File: config.mk
export PLATFORM = sky130hd
export DESIGN_NAME = srs_ctrl
export DESIGN_NICKNAME = d
export VERILOG_FILES = /design/src/rtl/core/srs_pkg.sv /design/src/rtl/core/srs_ctrl.sv
export SDC_FILE = /design/constraint.sdc
export NUM_CORES = 1
export LEC_CHECK = 0
export BUFFER_PORTS_ARGS = -buffer_cell sky130_fd_sc_hd__buf_2
export CORE_MARGIN = 2
export CORE_UTILIZATION = 40
export CTS_CLUSTER_SIZE = 16
export DETAILED_ROUTE_END_ITERATION = 8
export PLACE_DENSITY = 0.64
export SYNTH_ARGS = -nofsm -noshare
export SYNTH_HDL_FRONTEND = slang
export SYNTH_SLANG_ARGS = --single-unit
File: constraint.sdc
create_clock -name clk -period 2.1 [get_ports clk]
set_input_delay 0.42 -clock clk [delete_from_list [all_inputs] [get_ports clk]]
set_output_delay 0.42 -clock clk [all_outputs]
set_load 0.01 [all_outputs]
File: src/rtl/core/srs_pkg.sv
// ----------------------------------------------------------------------------
// srs_pkg
// Shared types and constants for the octant-split radius search core.
// ----------------------------------------------------------------------------
package srs_pkg;

  localparam int MAX_POINTS_DEF = 64;
  localparam int COORD_BITS_DEF = 24;
  localparam int IN_COORD_W     = 24;
  localparam int TOL_W          = 23;
  localparam int RAD_W          = 23;
  localparam int IDX_W          = 6;

  localparam logic OP_LOAD  = 1'b0;
  localparam logic OP_QUERY = 1'b1;

  typedef enum logic [1:0] {
    W_SUM,
    W_OCT,
    W_QRY
  } walk_mode_t;

  typedef enum logic [3:0] {
    S_IDLE,
    S_SUM,
    S_DIVP_GO,
    S_DIVP_WAIT,
    S_OCT,
    S_DIVO_GO,
    S_DIVO_WAIT,
    S_QSET,
    S_SCAN,
    S_FINAL
  } state_t;

  typedef struct packed {
    logic       load;
    logic       build_start;
    logic       oct_clr;
    logic       walk_start;
    logic       walk_en;
    walk_mode_t mode;
    logic       div_start;
    logic       div_oct;
    logic [2:0] div_b;
    logic [1:0] div_a;
    logic       build_done;
    logic       qry_start;
    logic       qset;
    logic       final_req;
  } cmd_t;

  typedef struct packed {
    logic walk_idle;
    logic div_done;
    logic out_free;
    logic index_ready;
  } sts_t;

endpackage

File: src/rtl/core/srs_ctrl.sv
// ----------------------------------------------------------------------------
// srs_ctrl
// Sequencer: load, index build (sums, divisions, octant pass) and query scan.
// ----------------------------------------------------------------------------
module srs_ctrl (
  input  logic          clk,
  input  logic          rst_n,
  input  logic          in_tvalid,
  output logic          in_tready,
  input  logic          op,
  input  logic          last_point,
  input  srs_pkg::sts_t sts,
  output srs_pkg::cmd_t cmd
);

  srs_pkg::state_t state_r, state_nxt;
  logic [1:0] axis_r, axis_nxt;
  logic [2:0] octb_r, octb_nxt;

  always_ff @(posedge clk) begin
    if (!rst_n) begin
      state_r <= srs_pkg::S_IDLE;
      axis_r  <= '0;
      octb_r  <= '0;
    end else begin
      state_r <= state_nxt;
      axis_r  <= axis_nxt;
      octb_r  <= octb_nxt;
    end
  end

  always_comb begin
    state_nxt = state_r;
    axis_nxt  = axis_r;
    octb_nxt  = octb_r;
    in_tready = 1'b0;
    cmd       = '0;
    cmd.mode  = srs_pkg::W_SUM;
    cmd.div_a = axis_r;
    cmd.div_b = octb_r;
    case (state_r)
      srs_pkg::S_IDLE: begin
        in_tready = 1'b1;
        if (in_tvalid) begin
          if (op == srs_pkg::OP_LOAD) begin
            cmd.load = 1'b1;
            if (last_point) begin
              cmd.build_start = 1'b1;
              cmd.walk_start  = 1'b1;
              state_nxt       = srs_pkg::S_SUM;
            end
          end else begin
            cmd.qry_start = 1'b1;
            state_nxt = sts.index_ready ? srs_pkg::S_QSET : srs_pkg::S_FINAL;
          end
        end
      end
      srs_pkg::S_SUM: begin
        cmd.walk_en = 1'b1;
        if (sts.walk_idle) begin
          axis_nxt  = '0;
          state_nxt = srs_pkg::S_DIVP_GO;
        end
      end
      srs_pkg::S_DIVP_GO: begin
        cmd.div_start = 1'b1;
        state_nxt     = srs_pkg::S_DIVP_WAIT;
      end
      srs_pkg::S_DIVP_WAIT: begin
        if (sts.div_done) begin
          if (axis_r == 2'd2) begin
            axis_nxt       = '0;
            cmd.oct_clr    = 1'b1;
            cmd.walk_start = 1'b1;
            state_nxt      = srs_pkg::S_OCT;
          end else begin
            axis_nxt  = axis_r + 2'd1;
            state_nxt = srs_pkg::S_DIVP_GO;
          end
        end
      end
      srs_pkg::S_OCT: begin
        cmd.walk_en = 1'b1;
        cmd.mode    = srs_pkg::W_OCT;
        if (sts.walk_idle) begin
          axis_nxt  = '0;
          octb_nxt  = '0;
          state_nxt = srs_pkg::S_DIVO_GO;
        end
      end
      srs_pkg::S_DIVO_GO: begin
        cmd.div_oct   = 1'b1;
        cmd.div_start = 1'b1;
        state_nxt     = srs_pkg::S_DIVO_WAIT;
      end
      srs_pkg::S_DIVO_WAIT: begin
        cmd.div_oct = 1'b1;
        if (sts.div_done) begin
          if (axis_r == 2'd2) begin
            axis_nxt = '0;
            if (octb_r == 3'd7) begin
              cmd.build_done = 1'b1;
              state_nxt      = srs_pkg::S_IDLE;
            end else begin
              octb_nxt  = octb_r + 3'd1;
              state_nxt = srs_pkg::S_DIVO_GO;
            end
          end else begin
            axis_nxt  = axis_r + 2'd1;
            state_nxt = srs_pkg::S_DIVO_GO;
          end
        end
      end
      srs_pkg::S_QSET: begin
        cmd.qset       = 1'b1;
        cmd.walk_start = 1'b1;
        state_nxt      = srs_pkg::S_SCAN;
      end
      srs_pkg::S_SCAN: begin
        cmd.walk_en = 1'b1;
        cmd.mode    = srs_pkg::W_QRY;
        if (sts.walk_idle) state_nxt = srs_pkg::S_FINAL;
      end
      srs_pkg::S_FINAL: begin
        cmd.final_req = 1'b1;
        if (sts.out_free) state_nxt = srs_pkg::S_IDLE;
      end
      default: state_nxt = srs_pkg::S_IDLE;
    endcase
  end

endmodule

==> results of run 1 <==
## repair_timing
item                                    CTS  global route
endpoints found under the setup margin    2             4
cloned                                    0             0
pin swaps                                 0             1
buffers inserted                          0             1
gates resized for setup                   1             2
hold buffers                              0             0
## sequential cells by signal (all words and copies together), names as in the netlist
register / flops
octb_r: 3
state_r: 4
axis_r: 2
## power by group
group / switching (mW) / internal (mW)
Clock: 0.0703 / 0.0736
Sequential: 0.0694 / 0.204
Combinational: 0.365 / 0.346
Total: 0.505 / 0.623
## worst max-delay path, stage by stage (launching register included)
cell	delay [ns]
dfxtp_1	0.38
buf_4	0.25
or4b_4	0.51
inv_1	0.06
buf_2	0.12
## worst paths after layout
path / depth (start not counted) / slack, ns / endpoint / start
worst min-delay path: 2 / 0.51 / state_r[3] / rst_n
worst max register to register: 5 / 0.31 / state_r[3] / state_r[3]
worst max-delay path: 4 / 0.08 / cmd[11] / state_r[2]
worst min register to register: 2 / 0.51 / octb_r[1] / octb_r[1]
## cells by family (layout without fill, tap and decap cells)
group / count (synthesis) / count (layout) / share of synthesized area [%]
buffers and inverters: 14 / 41 / 8.95
muxes: 1 / 1 / 1.15
DFF: 9 / 9 / 20.8
xor gates and xnor gates: 3 / 3 / 3.03
adders and majority gates: 2 / 2 / 2.89
AOI/OAI and AO/OA: 26 / 26 / 22.1
and+or+nand+nor: 55 / 55 / 41.1
## stage by stage
step	utilization (%)	worst slack [ns]	hold slack (ns)
4_1_cts	52.1	0.00221	0.503
2_1_floorplan	-	0.181	0.516
6_report	52.6	0.0841	0.508
5_1_grt	52.6	0.00170	0.532
3_5_place_dp	50.3	0.180	0.497
3_3_place_gp	50.3	0.254	0.484
## cell usage after synthesis, types with 2 or more instances
| cell type | number |
|---|---|
| dfxtp_1 | 9 |
| nor4_1 | 3 |
| and3b_1 | 2 |
| buf_2 | 2 |
| and3_1 | 4 |
| nor2b_1 | 2 |
| inv_1 | 5 |
| nand2b_1 | 2 |
| o22ai_1 | 2 |
| buf_4 | 2 |
| nand4_1 | 3 |
| nand3b_1 | 3 |
| a21oi_1 | 3 |
| nor2_1 | 8 |
| a21boi_1 | 2 |
| ha_1 | 2 |
| a21boi_0 | 2 |
| or3_1 | 2 |
| clkbuf_1 | 3 |
| buf_6 | 2 |
| nand2_1 | 8 |
| o31ai_1 | 2 |
| nor3_1 | 4 |
| xnor2_1 | 2 |
| or3b_2 | 2 |
| o21ai_0 | 7 |
## final cells by class
type                       count  area, sq um
clock buffer                   4         26.3
timing repair buffer          32          173
sequential                     9          183
multi-input combinational     87          618
tap                           27         33.8
fill                         204          950
inverter                       5         18.8
## routing by layer
metal | part of all wire [%] | track usage, % | up-vias
li1 | - | - | 461
met1 | 46 | 24.5 | 423
met2 | 45 | 32.0 | 37
met3 | 6.3 | 2.08 | 9
met4 | 3.1 | 9.91 | 0
met5 | 0 | 0 | -
==> results.ini, run 1 <==
[run_status]
outcome = complete, no violations

[cells_and_area]
final_area_sq_mm = 0.00105
diodes = 0
layout-drive-gt1-share_pct = 33.6
final_cell_mix = 27 x buf_2, 8 x nand2_1, 8 x nor2_1, 7 x o21ai_0, 7 x dfxtp_1
final_common_cell = buf_2
area_growth_pct = 21.4
layout.nets = 149
final_cells = 164

[timing]
worst_pin_slew_ns = 0.315
maxSlewHeadroom_pct = 78.8
hold_viol_final = 0
period_share_pct = 96.0
skew_ns = 0.00411
setup_viol = 0
clock.fmax_mhz = 496
fin_crit_ns = 2.02
final.setup.tns_ns = 0
drv_slew = 0
rsz0062_at_grt = no

[floorplanning]
die_x_um = 50.6
dieHeight_um = 50.6
rows = 16
die_area_sq_mm = 0.00256
initial_core_util_pct = 43.3
coreArea_sq_mm = 0.00200
pin_count = 28

[placed_design]
gp_congestion = 0.809
place_inst = 159
dp_hpwl_um = 1660
placed_area_sq_mm = 0.00101
portBuffers = 27

[yosys]
ys_ff_latch = 9
ys_warn_count = 0
synth_flop_cell = dfxtp_1
synth_area_leaders = dfxtp_1 21%, o21ai_0 4.0%, nand2_1 3.5%, nor2_1 3.5%, o2bb2ai_4 3.2%
async_reset_ff_share_pct = 0
synth-seq-area-share_pct = 20.8
syn-num-nets = 121
synth_cells = 110
avgSynthCellArea_sq_um = 7.88
synth_top_area_share_pct = 20.8
yosysTopAreaCell = dfxtp_1
ys_types = 48
syn_area_sq_um = 867
synth_edf_count = 0

[worst_setup_path]
worstPathArrival_ns = 1.60
worst-path-max-fanout = 18
worstPathRequired_ns = 1.68
cp-start-kind = flop
worstSetupPathType = flop to output port
cp-end-kind = output port

[global_routing]
grt_pass1_wl_um = 3820
grt_util_all_layers_pct = 19.3
grt_max_degree = 19
grt_overflow = 0
antenna_found_initial = 0
first_global_vias = 858

[clocking]
worstSkewPairLatency_ns = 0.27
root_buffer = clkbuf_4
cts_buffer_depth = 2
numClockSinks = 9
htree_levels = 1
numCtsBuffers = 3
clkTransAtPathRegs_ns = 0.07
cts_tree = yes

[routing]
routedWlPerCell_um = 13.9
drtIter0Drc = 25
drt-total-wl_um = 2280
post-route-drc-count = 0
vias = 930
via_per_inst = 5.67
final_antenna_net_count = 0
first_pass_iters = 5

[power]
p_total_mw = 1.13
peakVddDrop_mv = 0.680
p_leak_nw = 0.476
p_per_area_mw_per_mm2 = 1070

[flow_run]
maxCapViolations = 0

[hold_path]
hp-class = primary input to flop

No activity file was read; power rests on OpenSTA's default activity.
==> inputs of run 2 (changes only) <==
--- a/config.mk
+++ b/config.mk
@@ -5,12 +5,13 @@
 export SDC_FILE = /design/constraint.sdc
 export NUM_CORES = 1
 export LEC_CHECK = 0
-export BUFFER_PORTS_ARGS = -buffer_cell sky130_fd_sc_hd__buf_2
+export BUFFER_PORTS_ARGS = -buffer_cell sky130_fd_sc_hd__clkbuf_2
 export CORE_MARGIN = 2
 export CORE_UTILIZATION = 40
 export CTS_CLUSTER_SIZE = 16
 export DETAILED_ROUTE_END_ITERATION = 8
 export PLACE_DENSITY = 0.64
+export SKIP_CTS_REPAIR_TIMING = 1
 export SYNTH_ARGS = -nofsm -noshare
 export SYNTH_HDL_FRONTEND = slang
 export SYNTH_SLANG_ARGS = --single-unit
==> run 2 against run 1 <==
  * Via count rose by 1.9%
  * Core utilization rose by 1.4 points
  * Worst hold slack improved by 0.014 ns
  * Routed wire length fell by 2.4%
  * Cell area rose by 2.6%
  * Final cell count rose by 1.2%
  * Critical endpoint is now cmd[14]
  * Largest cell class unchanged
==> results.ini, run 2 (synthesized netlist as in run 1, its figures left out) <==
[run_status]
outcome = complete, no violations

[cells_and_area]
layout.nets = 151
fillers = 198
diodes = 0
area_growth_pct = 24.5
final_common_cell = clkbuf_2
regMostFlops = state_r
final_area_sq_mm = 0.00108
seqCellArea_sq_um = 186
final_cell_mix = 26 x clkbuf_2, 8 x nor2_1, 7 x nand2_1, 7 x o21ai_0, 7 x buf_4
largest_register_ffs = 4
multi_input_area_sq_um = 627
layout-drive-gt1-share_pct = 37.4
reg_top3 = state_r (4), octb_r (3), axis_r (2)

[timing]
maxSlewHeadroom_pct = 77.4
worst_pin_slew_ns = 0.336
setup_viol = 0
hold_viol_final = 0
fin_crit_ns = 2.00
skew_ns = 0.00132
drv_slew = 0
final.setup.tns_ns = 0
period_share_pct = 95.0
rsz0062_at_grt = no
clock.fmax_mhz = 501

[routing]
final_antenna_net_count = 0
routedWlPerCell_um = 13.4
vias = 948
drtIter0Drc = 28
post-route-drc-count = 0
via_per_inst = 5.71
first_pass_iters = 4
drt-total-wl_um = 2220

[power]
p_leak_nw = 0.477
power_frac_seq_pct = 24.6
peakVddDrop_mv = 0.841
p_clk_share_pct = 12.2
p_per_area_mw_per_mm2 = 1060
p_int_uw = 646
p_sw_share_pct = 43.8
p_switching_uw = 503
p_comb_share_pct = 63.2

[floorplanning]
die_x_um = 50.6
pin_count = 28
rows = 16
initial_core_util_pct = 43.3
die_area_sq_mm = 0.00256
coreArea_sq_mm = 0.00200
dieHeight_um = 50.6

[global_routing]
first_global_vias = 801
grt_pass1_wl_um = 3640
grt_max_degree = 19
antenna_found_initial = 0
grt_overflow = 0
grt_util_all_layers_pct = 18.3

[placed_design]
gp_congestion = 0.821
placed_area_sq_mm = 0.00101
portBuffers = 27
dp_hpwl_um = 1660

[hold_path]
hp-class = primary input to flop

[clocking]
worstSkewPairLatency_ns = 0.26
clkTransAtPathRegs_ns = 0.07
cts_tree = yes
numClockSinks = 9
htree_levels = 1
root_buffer = clkbuf_4
numCtsBuffers = 3
cts_buffer_depth = 2

[flow_run]
maxCapViolations = 0

[worst_setup_path]
slowest_stage = dfxtp_4
crit_chain = nor4_4, and3b_2, nand2_2, o31ai_2, buf_2
worstSetupPathType = flop to output port
worst-path-max-fanout = 8
worstPathArrival_ns = 1.58
cp-end-kind = output port
cp_slowest_stage_delay_ns = 0.38
cp-start-kind = flop
worstPathRequired_ns = 1.68

[run 2: through the flow]
stage          setup WS, ns  total power, mW  cells  hold WS (ns)  util [%]
2_1_floorplan         0.181            0.789    110         0.516         -
3_3_place_gp          0.230            0.921    159         0.489      50.3
3_5_place_dp          0.186            0.925    159         0.517      50.3
4_1_cts              -0.121             1.07    163         0.526      51.6
5_1_grt             0.00755             1.23    166         0.539      53.9
6_report              0.105             1.15    166         0.522      53.9
[run 2: path summary, 6_finish.rpt]
| path | depth (start not counted) | slack, ns | start | endpoint |
|---|---|---|---|---|
| setup / recovery | 5 | 0.10 | state_r[0] | cmd[14] |
| hold / removal | 2 | 0.52 | rst_n | state_r[3] |
| setup reg to reg | 5 | 0.33 | state_r[3] | state_r[3] |
| hold reg to reg | 2 | 0.52 | octb_r[0] | octb_r[0] |
[run 2: worst max-delay path: cells and delay by family, from the launching register on]
family	cells	cell delay [ns]
buf+inv	1	0.16
flops	1	0.38
compound gates	1	0.05
simple gates	3	0.72
[run 2: per-layer routing]
layer / global-route usage, % / up-vias / wire length, um / part of all wire, %
li1: - / 467 / - / -
met1: 24.6 / 432 / 1010 / 45
met2: 28.9 / 45 / 1030 / 46
met3: 1.79 / 4 / 161 / 7.2
met4: 9.46 / 0 / 29 / 1.3
met5: 0 / - / 0 / 0
[run 2: area by class of cell]
| type | instances | share of cell area, % |
|---|---|---|
| clock buffer | 4 | 2.43 |
| inverter | 5 | 1.74 |
| sequential | 9 | 17.3 |
| timing repair buffer | 34 | 17.4 |
| multi-input combinational | 87 | 58.1 |
| tap | 27 | 3.13 |
[run 2: power groups by stage]
stage / Sequential (mW) / Combinational (mW) / Clock (mW)
3_5_place_dp: 0.275 / 0.650 / 0
3_3_place_gp: 0.273 / 0.648 / 0
2_1_floorplan: 0.221 / 0.568 / 0
5_1_grt: 0.290 / 0.791 / 0.150
4_1_cts: 0.271 / 0.653 / 0.144
6_report: 0.283 / 0.727 / 0.140
